[src/lss_pkg.sv]
package lss_pkg;

    localparam int CoordW = 32;
    localparam int LineW  = 16;
    localparam int DistW  = 50;
    localparam int FracW  = 16;
    localparam int CfgIdxW = 3;

    typedef enum logic [1:0] {
        SIDE_FRONT    = 2'd0,
        SIDE_BACK     = 2'd1,
        SIDE_COPLANAR = 2'd2
    } t_side;

    typedef enum logic [CfgIdxW-1:0] {
        REG_POINT_X   = 3'd0,
        REG_POINT_Y   = 3'd1,
        REG_NORMAL_X  = 3'd2,
        REG_NORMAL_Y  = 3'd3,
        REG_TOLERANCE = 3'd4
    } t_reg_idx;

    typedef struct packed {
        logic signed [CoordW-1:0] sx;
        logic signed [CoordW-1:0] sy;
        logic signed [CoordW-1:0] ex;
        logic signed [CoordW-1:0] ey;
        logic [LineW-1:0]         line;
        logic                     fin;
    } t_seg;

    typedef struct packed {
        t_seg  seg;
        logic  whole;
        t_side wside;
        t_side side0;
        t_side side1;
        logic  bzero;
    } t_tag;

endpackage

[src/lss_divider.sv]
module lss_divider (
    input  logic                        i_clk,
    input  logic                        i_rst_n,
    input  logic                        i_en,
    input  logic                        i_valid,
    input  logic [lss_pkg::DistW-1:0]   i_num,
    input  logic [lss_pkg::DistW-1:0]   i_den,
    input  lss_pkg::t_tag               i_tag,
    output logic                        o_valid,
    output logic [lss_pkg::FracW-1:0]   o_quot,
    output lss_pkg::t_tag               o_tag
);
    import lss_pkg::*;

    // Restoring division, one quotient bit per stage.
    logic             w_v   [0:FracW];
    logic [DistW-1:0] w_rem [0:FracW];
    logic [DistW-1:0] w_den [0:FracW];
    logic [FracW-1:0] w_q   [0:FracW];
    t_tag             w_tag [0:FracW];

    assign w_v[0]   = i_valid;
    assign w_rem[0] = i_num;
    assign w_den[0] = i_den;
    assign w_q[0]   = '0;
    assign w_tag[0] = i_tag;

    for (genvar k = 1; k <= FracW; k++) begin : g_stage
        logic [DistW:0]   n_r2;
        logic             n_ge;
        logic             r_v;
        logic [DistW-1:0] r_rem;
        logic [DistW-1:0] r_den;
        logic [FracW-1:0] r_q;
        t_tag             r_tag;

        assign n_r2 = {w_rem[k-1], 1'b0};
        assign n_ge = n_r2 >= {1'b0, w_den[k-1]};

        always_ff @(posedge i_clk) begin
            if (!i_rst_n) begin
                r_v <= 1'b0;
            end else if (i_en) begin
                r_v <= w_v[k-1];
            end
        end

        always_ff @(posedge i_clk) begin
            if (i_en) begin
                r_rem <= n_ge ? DistW'(n_r2 - {1'b0, w_den[k-1]}) : DistW'(n_r2);
                r_den <= w_den[k-1];
                r_q   <= {w_q[k-1][FracW-2:0], n_ge};
                r_tag <= w_tag[k-1];
            end
        end

        assign w_v[k]   = r_v;
        assign w_rem[k] = r_rem;
        assign w_den[k] = r_den;
        assign w_q[k]   = r_q;
        assign w_tag[k] = r_tag;
    end

    assign o_valid = w_v[FracW];
    assign o_quot  = w_q[FracW];
    assign o_tag   = w_tag[FracW];

endmodule

[config.mk]
export PLATFORM = sky130hd
export DESIGN_NAME = lss_divider
export DESIGN_NICKNAME = d
export VERILOG_FILES = /design/src/lss_pkg.sv /design/src/lss_divider.sv
export SDC_FILE = /design/constraint.sdc
export NUM_CORES = 2
export LEC_CHECK = 0
export ABC_CLOCK_PERIOD_IN_PS = 6700
export BUFFER_PORTS_ARGS = -buffer_cell sky130_fd_sc_hd__buf_2
export CAP_MARGIN = 10
export CORE_MARGIN = 2
export CORE_UTILIZATION = 48
export DETAILED_ROUTE_END_ITERATION = 8
export MAX_ROUTING_LAYER = met4
export PLACE_DENSITY = 0.63
export SYNTH_ARGS = -nofsm -noshare
export SYNTH_HDL_FRONTEND = slang
export SYNTH_SLANG_ARGS = --single-unit
[constraint.sdc]
create_clock -name i_clk -period 6.7 [get_ports i_clk]
set_input_delay 0.335 -clock i_clk [delete_from_list [all_inputs] [get_ports i_clk]]
set_output_delay 0.335 -clock i_clk [all_outputs]
set_load 0.005 [all_outputs]
==> metrics <==
status=complete, no violations; share of cells above drive strength 1=11.39%; top_reg_cell synth=edfxtp_1; Syn Inst Count=12570; Setup WS post-layout=1685 ps; largest area contributor in the netlist=edfxtp_1; count of pins over their slew limit=0; Setup TNS Final=0 ps; Leak=77.59 nW; share of the synthesized area in the top cell type=68.56%; Worst-path clk slew=60 ps; die area=0.3775 mm2; Slew Limit Headroom=15.57%; critical-path cell list=ha_1 -> and4_1 -> nor3b_1 -> nand3b_1 -> a21oi_1 -> o2111ai_1 -> a21o_1 -> and3_1 -> o31a_1 -> inv_2 -> buf_12 -> mux2_2; Vias=100600; CP Class=flop to flop; hold_ws=90.82 ps; Avg WL per Cell=20.62 um; Port-buffer cells=426; hold path depth=2; drt via density=5.367; Post-DP HPWL=283100 um; clk_lat worst skew=970 ps; Total Routing Usage GR=20.76%; WL final=386600 um; EDFF count, synth=4084; area grow syn2layout=13.54%; share of the core filled with cells=54.64%; CP max stage cell=inv_2; Worst Path Arrival=5740 ps; Final Skew=76.35 ps; htree depth=5; sequential area share after synthesis=68.74%; Num Clock Sinks=4100; CTS resizes=0; setup violators final=0; max incr delay on CP=490 ps; Reg-to-Reg Start=g_stage[14].r_rem[17]; Peak VDD IR=330.7 uV; Placeable Area=0.3716 mm2; Die Span X=614.4 um; initial antenna violation count=3; nets=14500; I/O pin cnt=427; CP Capture Type=flop; FFs w/ async S/R, synth=0%; RSZ-0062 raised after global routing=no; Avg Cell Area, Syn=14.23 um2; critical path required time=7420 ps; ANT nets after route=0; cells on worst reg2reg path=12; R2R setup slack=1690 ps; syn nets=13640; vias in the first global route=103600; starting density of the core=48.13%; CTS tree=built; pwr dens=434.2 mW/mm2; synth top area cells=edfxtp_1 (69%), ha_1 (5.6%), a21oi_1 (2.7%); final period utilization=74.84%; first-pass GRT wire length=595400 um; die height=614.4 um; largest net degree at the start of global routing=197; total global routing overflow=0; clk buf depth=4; Yosys reg bits=4100; startpoint types=flop; GP Congestion=0.9675; DR pass1 iterations=8; Crit Path Max Fanout=64; number of hold violations in the final report=0; actual slew at the worst max-slew pin=1255 ps; Final Total Pwr=88.18 mW; worst setup path startpoint=g_stage[14].r_rem[17]; std cell rows=224; Clock Tree Root=clkbuf_16; DRC errors left=0; Setup crit end=g_stage[15].r_rem[3]; Max Cap Viol=0; 1st-iter DRT viols=6781; synth unique cells=110; Hold Crit Class=input pin to flop; Final Critical Period=5015 ps; Post-Syn Area=0.1789 mm2; reg-to-reg endpoint=g_stage[15].r_rem[3]; total CTS buffers=413; Place WS=1630 ps; Synth Warn #=0; fmax=199.4 MHz
==> final cells by class <==
cell class / instances / area, um2
repair buffers: 807 / 6006
fillers: 29870 / 168600
well taps: 4972 / 6221
diodes: 12 / 30.03
clock buffers: 493 / 10660
flip-flops and latches: 4100 / 123000
multi-input cells: 7096 / 50590
clock inverters: 256 / 2819
inverters: 1011 / 3800
==> synthesized netlist by cell type, types with 16 or more instances <==
cell type	instances
edfxtp_1	4084
inv_1	1006
a21oi_1	955
ha_1	799
nand2_1	679
nor2_1	624
o21ai_0	527
a21o_1	495
xnor2_1	400
mux2_2	274
xor2_1	262
clkbuf_1	251
nand4_1	205
nand3_1	169
o21bai_1	138
o21a_1	120
nor2b_1	112
nor3_1	110
a31oi_1	88
a211oi_1	81
buf_2	81
nand2b_1	73
mux2_1	72
and3_1	69
o31ai_1	61
o211ai_1	56
and2_1	50
or3_1	43
mux2_4	39
o21ai_1	38
nor4_1	31
mux2i_1	30
o31a_1	25
or2_2	24
a2111oi_0	23
a21boi_0	23
and4_1	22
a221oi_1	20
a31o_2	20
a211o_1	19
o2111ai_1	18
or4_1	17
a41oi_1	16
buf_4	16
dfxtp_1	16
==> how the worst min path moves through the flow <==
stage / startpoint / endpoint / slack [ps]
4_1_cts: i_tag[18] / g_stage[1].r_tag[18] / 0.2
3_5_place_dp: g_stage[9].r_q[1] / g_stage[10].r_q[2] / 400
2_1_floorplan: g_stage[9].r_q[0] / g_stage[10].r_q[1] / 400
6_report: i_tag[9] / g_stage[1].r_tag[9] / 90
5_1_grt: i_tag[18] / g_stage[1].r_tag[18] / 40
3_3_place_gp: g_stage[7].r_tag[110] / g_stage[8].r_tag[110] / 400
==> registers in the layout, indices dropped and copies added, names as in the netlist <==
register       cells
g_stage.r_q      120
o_quot            16
g_stage.r_den    750
g_stage.r_v       15
g_stage.r_tag   2295
o_valid            1
o_tag            153
g_stage.r_rem    750
==> cells by family (layout without fill, tap and decap cells) <==
| family | Yosys count | count (layout) | synth area share [%] |
|---|---|---|---|
| adders and majority gates | 814 | 814 | 5.757 |
| buffers and inverters | 1374 | 2567 | 3.016 |
| DFF | 4100 | 4100 | 68.74 |
| other | 0 | 12 | 0 |
| muxes | 415 | 415 | 2.674 |
| and+or+nand+nor | 2290 | 2290 | 6.123 |
| AOI/OAI and AO/OA | 2915 | 2915 | 10.45 |
| xor gates and xnor gates | 662 | 662 | 3.242 |
==> power breakdown <==
| part | total (mW) | switching, mW | internal (mW) | leakage [nW] |
|---|---|---|---|---|
| clock network | 22.6 | 9.63 | 12.9 | 6.50 |
| logic | 30.0 | 17.7 | 12.3 | 31.0 |
| registers | 35.6 | 1.99 | 33.6 | 40.1 |
==> critical path, delay by kind of cell, from the launching register on <==
kind                     cells  cell delay [ps]
flip-flops                   1              390
buffers and inverters        2              830
AO/OA/AOI/OAI                4             1600
multiplexers                 1              390
AND/OR/NAND/NOR              4             1030
adder cells (fa/ha/maj)      1              420
==> through the flow <==
| step | area, um2 | instances |
|---|---|---|
| 2_1_floorplan | 178900 | 12570 |
| 5_1_grt | 203100 | 18740 |
| 3_5_place_dp | 186900 | 17720 |
| 6_report | 203100 | 18750 |
| 3_3_place_gp | 186900 | 17720 |
| 4_1_cts | 203100 | 18740 |
==> what timing repair did <==
action                                 in CTS  in global routing
hold buffers                              269                  0
buffers inserted                            0                  0
endpoints found under the hold margin     285                  0
==> routing by layer <==
layer	global-route usage [%]	routed length (um)	share of wire, %
met1	23.98	156300	40
met3	1.912	11210	2.9
met5	-	0	0
met4	11.56	24830	6.4
met2	35.70	194300	50
==> cells in the final DEF, fill, tap and decap left out, drive strengths merged, types with 112 or more instances in the layout <==
master       instances
edfxtp            4084
inv               1023
a21oi              963
ha                 799
nand2              679
nor2               625
o21ai              567
buf                538
a21o               495
clkbuf             493
xnor2              400
mux2               385
dlygate4sd3        269
xor2               262
nand4              205
clkinv             181
nand3              169
o21bai             138
o21a               121
nor2b              112
No activity file was read; power rests on OpenSTA's default activity.
